===== src/hw/rtl/slid_pkg.sv =====
// ----------------------------------------------------------------------------
// slid_pkg
// Shared constants, codes and types for the sequential list block.
// ----------------------------------------------------------------------------
package slid_pkg;

    localparam int SLID_CAPACITY = 1024;

    localparam int CMD_W  = 3;
    localparam int POS_W  = 11;
    localparam int LEN_W  = 11;
    localparam int DATA_W = 32;
    localparam int STAT_W = 2;

    localparam logic [CMD_W-1:0] CMD_CLEAR  = 3'd0;
    localparam logic [CMD_W-1:0] CMD_APPEND = 3'd1;
    localparam logic [CMD_W-1:0] CMD_INSERT = 3'd2;
    localparam logic [CMD_W-1:0] CMD_DELETE = 3'd3;
    localparam logic [CMD_W-1:0] CMD_READ   = 3'd4;

    localparam logic [STAT_W-1:0] ST_OK    = 2'd0;
    localparam logic [STAT_W-1:0] ST_RANGE = 2'd1;
    localparam logic [STAT_W-1:0] ST_FULL  = 2'd2;

    // what an accepted item needs after the accept cycle
    typedef enum logic [1:0] {
        KIND_DONE,
        KIND_INS,
        KIND_DEL,
        KIND_READ
    } kind_t;

    typedef enum logic [1:0] {
        S_IDLE,
        S_INS,
        S_DEL,
        S_READ
    } state_t;

    typedef struct packed {
        logic start;
        logic step_up;
        logic step_dn;
        logic fin_ins;
        logic fin_del;
        logic fin_read;
    } ctl_cmd_t;

    typedef struct packed {
        kind_t kind;
        logic  run_zero;
        logic  pend;
        logic  out_free;
    } dp_stat_t;

endpackage


===== src/hw/rtl/slid_ctrl.sv =====
// ----------------------------------------------------------------------------
// slid_ctrl
// Sequencer: takes an item, runs the shift or read phase if it needs one, then retires it.
// ----------------------------------------------------------------------------
module slid_ctrl
    import slid_pkg::*;
(
    input  logic     clk,
    input  logic     rst_n,
    input  logic     req_valid,
    output logic     req_ready,
    input  dp_stat_t stat,
    output ctl_cmd_t ctl
);
    state_t state_reg;
    state_t state_next;

    always_ff @(posedge clk or negedge rst_n)
    begin
        if (!rst_n)
        begin
            state_reg <= S_IDLE;
        end
        else
        begin
            state_reg <= state_next;
        end
    end

    always_comb
    begin
        state_next = state_reg;
        case (state_reg)
            S_IDLE:
            begin
                if (req_valid && stat.out_free)
                begin
                    case (stat.kind)
                        KIND_INS:  state_next = S_INS;
                        KIND_DEL:  state_next = S_DEL;
                        KIND_READ: state_next = S_READ;
                        default:   state_next = S_IDLE;
                    endcase
                end
            end
            S_INS, S_DEL:
            begin
                if (stat.run_zero && !stat.pend)
                begin
                    state_next = S_IDLE;
                end
            end
            S_READ:
            begin
                state_next = S_IDLE;
            end
            default:
            begin
                state_next = S_IDLE;
            end
        endcase
    end

    always_comb
    begin
        req_ready    = (state_reg == S_IDLE) && stat.out_free;
        ctl          = '0;
        ctl.start    = req_ready && req_valid;
        ctl.step_up  = (state_reg == S_INS) && !stat.run_zero;
        ctl.step_dn  = (state_reg == S_DEL) && !stat.run_zero;
        ctl.fin_ins  = (state_reg == S_INS) && stat.run_zero && !stat.pend;
        ctl.fin_del  = (state_reg == S_DEL) && stat.run_zero && !stat.pend;
        ctl.fin_read = (state_reg == S_READ);
    end

    a_busy_no_ready: assert property (@(posedge clk) disable iff (!rst_n)
        (state_reg != S_IDLE) |-> !req_ready)
        else $error("item taken while busy");

    a_read_one_cycle: assert property (@(posedge clk) disable iff (!rst_n)
        (state_reg == S_READ) |=> (state_reg == S_IDLE))
        else $error("read phase overran");

    a_read_entry: assert property (@(posedge clk) disable iff (!rst_n)
        (ctl.start && stat.kind == KIND_READ) |=> (state_reg == S_READ))
        else $error("read item not sequenced");
endmodule


===== config.mk =====
export PLATFORM = sky130hd
export DESIGN_NAME = slid_ctrl
export DESIGN_NICKNAME = d
export VERILOG_FILES = /design/src/hw/rtl/slid_pkg.sv /design/src/hw/rtl/slid_ctrl.sv
export SDC_FILE = /design/constraint.sdc
export NUM_CORES = 1
export LEC_CHECK = 0
export BUFFER_PORTS_ARGS = -buffer_cell sky130_fd_sc_hd__buf_2
export CELL_PAD_IN_SITES_DETAIL_PLACEMENT = 1
export CELL_PAD_IN_SITES_GLOBAL_PLACEMENT = 1
export CORE_AREA = 2 2 39 41
export CTS_BUF_LIST = sky130_fd_sc_hd__clkbuf_16
export CTS_CLUSTER_DIAMETER = 150
export DETAILED_ROUTE_END_ITERATION = 16
export DIE_AREA = 0 0 41 43
export PLACE_DENSITY_LB_ADDON = 0.1
export SLEW_MARGIN = 20
export SYNTH_ARGS = -nofsm -noshare
export SYNTH_HDL_FRONTEND = slang
export SYNTH_SLANG_ARGS = --single-unit

===== constraint.sdc =====
create_clock -name clk -period 3 [get_ports clk]
set_clock_uncertainty 0.15 [all_clocks]
set_input_delay 0.6 -clock clk [delete_from_list [all_inputs] [get_ports clk]]
set_output_delay 0.6 -clock clk [all_outputs]
set_load 0.02 [all_outputs]

After elaboration in Yosys (flattened, before gate mapping). Index checks and enable logic that the tools add are counted. W data, S select, Z words.

Bits in registers: 2. Latch bits: 0. RAM bits: 0. Memory bits (read-only): 0. Input port bits: 8. Logic and storage cells: 28. Memories: 0.

$add $sub $neg: 0. Multiply operators: 0. Divide/modulo/power cells: 0. Order comparisons: 0. Eq/ne operators: 8. Shifts and indexed selects: 0. Multiplexer cells: 4. Bitwise gates (word level): 0. Reductions and logical operators: 15.

Operators with widths (count): $pmux W2 S3 (2); $logic_and A1 B1 Y1 (10); $eq A2 B2 Y1 const B (4); $eq A2 B1 Y1 const B (2); $mux W2 (2); $ne A2 B2 Y1 const B (2); $logic_not A1 Y1 (2); $logic_not A2 Y1 (1); $reduce_and A2 Y1 (1); $reduce_or A2 Y1 (1).

Depth between registers and ports, before layout. Gate-level depths: netlist (run 1).

Word-level depth: 4. Mapped depth: 4. Mapped depth without buffers: 4.

Worst setup path after synthesis (run 1). Ideal clock, no wire load.

Path type: input to output. Start point: in stat[1] (netlist bit). End point: out ctl[1] (netlist bit). Arrival: 1.089 ns. Setup slack: 1.161 ns. Stages: 2. Cell sequence: nand2b_2 nor2_1.

RTL lines: start: declaration (line slid_ctrl.sv:12) `input dp_stat_t stat,`; end: declaration (line slid_ctrl.sv:13) `output ctl_cmd_t ctl`.

==> summary.txt, run 1 <==
PD cells = 1080 nW/um^2
# diodes = 0
Die W = 41 um
Vias = 213
Worst endpoint required time = 2.25 ns
Chip height = 43 um
First-pass GRT wire length = 779 um
Total global-route track usage = 0.0692
Worst slack, placed = 1.10 ns
CP cell instances = inv_1 > ha_1 > and3_1 > buf_2
Largest net degree at the start of global routing = 5
CTS clk-pin slew, worst paths = 0.03 ns
# IOs = 15
Max-Cap Viols = 0
Synth Instances = 24
IO buf count = 14
Crit Path Class = reg2out
Worst Hold Class = in2async
Reg2Reg Depth = 4
Critical R2R Capture = state_reg[1]
Layout cells sized above 1 = 0.463
DRT iter0 DRCs = 0
Syn_nets = 37
Pleak = 0.219 nW
GPL Wtd Cong = 0.572
Status = finished clean
Initial Util = 0.156
#FFs+latches synth = 2
Worst Tran Pin Value = 0.131 ns
Total Wirelength = 523 um
Slew headroom = 0.910
Clk pwr share = 0.481
Leading cell type in the layout, fill and taps excluded = buf_2
Detailed-route DRC error count = 0
H-tree lvl count = 1
Hold buffers post-CTS = 0
Clock sink count = 2
Slew Limit Fails = 0
RSZ-0062 raised after global routing = false
CP Launch Type = flop
Most frequent cells in the layout = 14 x buf_2, 5 x ha_1, 4 x inv_1, 4 x nor2_1
Yosys cell types = 10
Max Fclk = 486 MHz
Final Worst Setup Slack = 0.941 ns
Sw Share = 0.324
Die Area = 1760 sq um
Most area-consuming cells after synthesis = ha_1 29%, dfrtp_1 23%, a22oi_4 9.8%
P&R area growth vs syn = 76.3%
Power, Total = 0.414 mW
R2R setup slack = 1.55 ns
Post-synth top area share = 0.289
RR Startpoint = state_reg[1]
Fin Setup TNS = 0 ns
Critical path's top delay family = flip-flops
Mapped cell area = 216 sq um
Sequential power share = 0.115
Post-synthesis area per instance = 9.02 sq um
Root Buffer = clkbuf_16
FILL cells = 158
Nets@finish = 56
PostCTS Resize Cnt = 0
Max FFs per register = 2
Synth Warn # = 0
Cts bufs inserted = 3
Final hold viol count = 0
Final setup viols = 0
Worst Path Max Fanout = 4
Routed Antenna Nets = 0
Initial antenna violation count = 0
Setup crit end kind = output pin
Vias in the first global route = 219
Setup Buffers After CTS = 0
Total congestion overflow = 0
Worst EP arrival = 1.31 ns
CTS tree = built
CP max-delay cell = dfrtp_1
Final Cycle Share = 0.686
Std cell rows = 14
Clk buf depth = 2
Final worst path period need = 2.06 ns
DP HPWL = 410 um
Max rail drop VDD = 0.446 mV
Worst-Skew Late Latency = 0.22 ns
Core Region = 1380 sq um
Max incr delay on CP = 0.39 ns
Seq/Total Area, Yosys = 0.231
CP startpoint = state_reg[1]
Dominant cell type by area after synthesis = ha_1
Routed len/inst = 9.18 um
Vias per Instance = 3.74
Pint = 0.279 mW
Logic pwr share = 0.404
Net switching power = 0.134 mW
Drt first pass iters = 1
Worst Path Buf+Inv = 2
-- per-stage QoR --
stage          std cells   util  hold slack (ns)  cell area (sq um)
2_1_floorplan         24      -            0.154                216
3_3_place_gp          54  0.222            0.234                307
3_5_place_dp          54  0.222            0.235                307
4_1_cts               57  0.276          0.00710                382
5_1_grt               57  0.276          0.00829                382
6_report              57  0.276          0.00972                382
-- worst max path at each step --
stage / depth (start not counted) / endpoint / slack [ns]
2_1_floorplan: 2 / ctl[1] / 1.16
3_3_place_gp: 4 / ctl[2] / 1.11
3_5_place_dp: 4 / ctl[1] / 1.10
4_1_cts: 4 / ctl[5] / 0.91
5_1_grt: 4 / ctl[5] / 0.84
6_report: 4 / ctl[5] / 0.94
-- logic make-up (layout without fill, tap and decap cells) --
group                    count (synthesis)  count (layout)  share of synthesized area
adder cells (fa/ha/maj)                  5               5                      0.289
AND/OR/NAND/NOR                         10              10                      0.220
AO/OA/AOI/OAI                            1               1                     0.0983
buffers and inverters                    4              21                     0.0693
multiplexers                             2               2                     0.0925
flip-flops                               2               2                      0.231
-- synthesized netlist by cell type --
library cell and n:
a22oi_4 1, and2_1 1, and3_1 1, dfrtp_1 2
ha_1 5, inv_1 4, mux2i_1 2, nand2_1 3
nand2b_2 1, nor2_1 4
-- area by class of cell --
type                       instances  area, sq um  area share
multi-input combinational         18          151       0.397
inverter                           4         15.0      0.0393
timing repair buffer              14         70.1       0.184
tap                               16         20.0      0.0525
sequential                         2         50.0       0.131
clock buffer                       3         75.1       0.197
-- layer usage --
metal  track usage  vias up  share of wire
met5             0        -              0
met4        0.0600        0              0
met3        0.0209        0          0.086
met2         0.131        9           0.54
met1        0.0449       96           0.37
li1              -      108              -
-- power by group through the flow --
stage	clock, mW	sequential (mW)	combinational, mW
after CTS	0.204	0.0481	0.173
after floorplan	0	0.0462	0.130
after detailed placement	0	0.0483	0.169
after global placement	0	0.0478	0.168
final	0.199	0.0476	0.167
after global routing	0.207	0.0497	0.187
-- worst reg2reg max path, stage by stage, from the launching register on --
cell	delay, ns
dfrtp_1	0.39
inv_1	0.14
ha_1	0.28
a22oi_4	0.20
mux2i_1	0.21
(Power assumes the default switching activity.)
==> run 2: changes to the inputs <==
--- a/config.mk
+++ b/config.mk
@@ -5,6 +5,7 @@
 export SDC_FILE = /design/constraint.sdc
 export NUM_CORES = 1
 export LEC_CHECK = 0
+export ABC_AREA = 1
 export BUFFER_PORTS_ARGS = -buffer_cell sky130_fd_sc_hd__buf_2
 export CELL_PAD_IN_SITES_DETAIL_PLACEMENT = 1
 export CELL_PAD_IN_SITES_GLOBAL_PLACEMENT = 1
==> constraint.sdc (replaced) <==
create_clock -name clk -period 2 [get_ports clk]
set_clock_uncertainty 0.15 [all_clocks]
set_input_delay 0.4 -clock clk [delete_from_list [all_inputs] [get_ports clk]]
set_output_delay 0.4 -clock clk [all_outputs]
set_load 0.02 [all_outputs]
==> summary.txt, run 2 <==
DP HPWL = 500 um
Fin Setup TNS = 0 ns
R2R setup slack = 0.70 ns
Final setup viols = 0
IO buf count = 14
Nets@finish = 68
DRT iter0 DRCs = 0
Critical path's top delay family = flip-flops
P&R area growth vs syn = 76.1%
Die Area = 1760 sq um
Final worst path period need = 1.81 ns
Top cells by count, synth = 9 x inv_1, 8 x nand2_1, 5 x ha_1, 5 x nor2_1, 4 x nand2_2
Final hold viol count = 0
CTS clk-pin slew, worst paths = 0.03 ns
Vias per Instance = 3.81
Mapped cell area = 230 sq um
Worst Tran Pin Value = 0.135 ns
PostCTS Resize Cnt = 0
Cts bufs inserted = 3
Post-synth top area share = 0.272
WHS = 0.349 ns
H-tree lvl count = 1
FILL cells = 177
Total congestion overflow = 0
# IOs = 15
Chip height = 43 um
Clk buf depth = 2
Vias in the first global route = 254
Total global-route track usage = 0.0774
Slew Limit Fails = 0
Initial antenna violation count = 0
Dominant cell type by area after synthesis = ha_1
CP max-delay cell = dfrtp_1
CP Launch Type = flop
RSZ-0062 raised after global routing = false
CTS tree = built
Most frequent cells in the layout = 14 x buf_2, 9 x inv_1, 8 x nand2_1, 5 x nor2_1, 5 x ha_1
Routed Antenna Nets = 0
Root Buffer = clkbuf_16
Setup crit end kind = output pin
Most area-consuming cells after synthesis = ha_1 27%, dfrtp_1 22%, inv_1 15%
Status = finished clean
CP cell instances = inv_1 > ha_1 > inv_1 > nor2_1 > buf_2
Leading cell type in the layout, fill and taps excluded = buf_2
Top cell by count, worst path = inv_1
Fin area = 405 sq um
Total Wirelength = 588 um
Layout cells sized above 1 = 0.396
Crit Path Class = reg2out
Max incr delay on CP = 0.40 ns
Vias = 263
Reg2Reg Depth = 6
PD cells = 1510 nW/um^2
Synth Warn # = 0
Drt first pass iters = 1
Post-synth EDFFs = 0
#FFs+latches synth = 2
Async S/R FF share, synth = 1.00
Worst Path Max Fanout = 4
GPL Wtd Cong = 0.655
# diodes = 0
Post-synthesis area per instance = 6.58 sq um
Synth Instances = 35
Max rail drop VDD = 0.584 mV
Worst endpoint required time = 1.45 ns
Max Fclk = 553 MHz
Detailed-route DRC error count = 0
Clock sink count = 2
Seq/Total Area, Yosys = 0.217
Syn_nets = 48
Final Cycle Share = 0.905
Critical R2R Capture = state_reg[0]
Hold buffers post-CTS = 1
Initial Util = 0.166
Yosys cell types = 7
Worst Path Buf+Inv = 3
Worst Hold Class = in2async
Core Region = 1380 sq um
Max-Cap Viols = 0
RR Startpoint = state_reg[0]
Routed len/inst = 8.52 um
Placed instance area = 320 sq um
Die W = 41 um
Ys flop type = dfrtp_1
Worst-Skew Late Latency = 0.22 ns
Max FFs per register = 2
Slew headroom = 0.910
Std cell rows = 14
Largest net degree at the start of global routing = 5
Setup Buffers After CTS = 0
Worst EP arrival = 1.26 ns
Pleak = 0.260 nW
Most common cell in the netlist = inv_1
First-pass GRT wire length = 924 um
## run 2: cell count changes in the layout (fill, tap and decap cells not counted)
| cell | change |
|---|---|
| a22oi_4 | -1 |
| and2_1 | -1 |
| and3_1 | -1 |
| dlygate4sd3_1 | +1 |
| inv_1 | +5 |
| mux2i_1 | -2 |
| nand2_1 | +5 |
| nand2_2 | +4 |
| nand2b_2 | -1 |
| nand3_1 | +2 |
| nor2_1 | +1 |
## run 2: worst max-delay path by stage
stage            startpoint      to  slack (ns)  cells after the start
2_1_floorplan  state_reg[0]  ctl[5]        0.43                      4
3_3_place_gp   state_reg[1]  ctl[5]        0.45                      5
3_5_place_dp   state_reg[0]  ctl[5]        0.39                      5
4_1_cts        state_reg[0]  ctl[5]        0.16                      5
5_1_grt        state_reg[1]  ctl[5]         0.1                      5
6_report       state_reg[0]  ctl[5]        0.19                      5
## run 2: cells by family (layout without fill, tap and decap cells)
kind of cell / Yosys count / count (layout) / synth area share
simple gates: 19 / 19 / 0.364
buf+inv: 9 / 27 / 0.147
fa+ha+maj: 5 / 5 / 0.272
flops: 2 / 2 / 0.217
## run 2: layout make-up
type                    instances  area, sq um  area share
clock buffers                   3         75.1       0.185
inverters                       9         33.8      0.0833
flip-flops and latches          2         50.0       0.123
well taps                      16         20.0      0.0494
repair buffers                 15         80.1       0.198
multi-input cells              24          146       0.361
## run 2: metrics by stage
| stage | power [mW] | util | instances | setup slack (ns) |
|---|---|---|---|---|
| after floorplan | 0.253 | - | 35 | 0.432 |
| after global placement | 0.315 | 0.231 | 65 | 0.447 |
| after detailed placement | 0.320 | 0.231 | 65 | 0.393 |
| after CTS | 0.625 | 0.293 | 69 | 0.165 |
| after global routing | 0.664 | 0.293 | 69 | 0.0967 |
| final | 0.611 | 0.293 | 69 | 0.190 |
## run 2: power breakdown
part           switching (mW)  internal (mW)  total [mW]  leakage [nW]
Clock                  0.0424          0.254       0.297        0.0370
Sequential             0.0164         0.0573      0.0737        0.0258
Combinational           0.152         0.0884       0.241         0.197
## run 2: metal layers
metal,track usage,up-vias,part of all wire
met5,0,-,0
met4,0.0400,0,0
met3,0.0157,0,0.066
met2,0.131,9,0.51
met1,0.0839,119,0.42
li1,-,135,-
## run 2: worst register-to-register path: stages, from the launching register on
cell	delay, ns
dfrtp_1	0.38
inv_1	0.10
ha_1	0.30
nand2_2	0.09
nand2_2	0.06
nand2_1	0.05
nand2_1	0.05
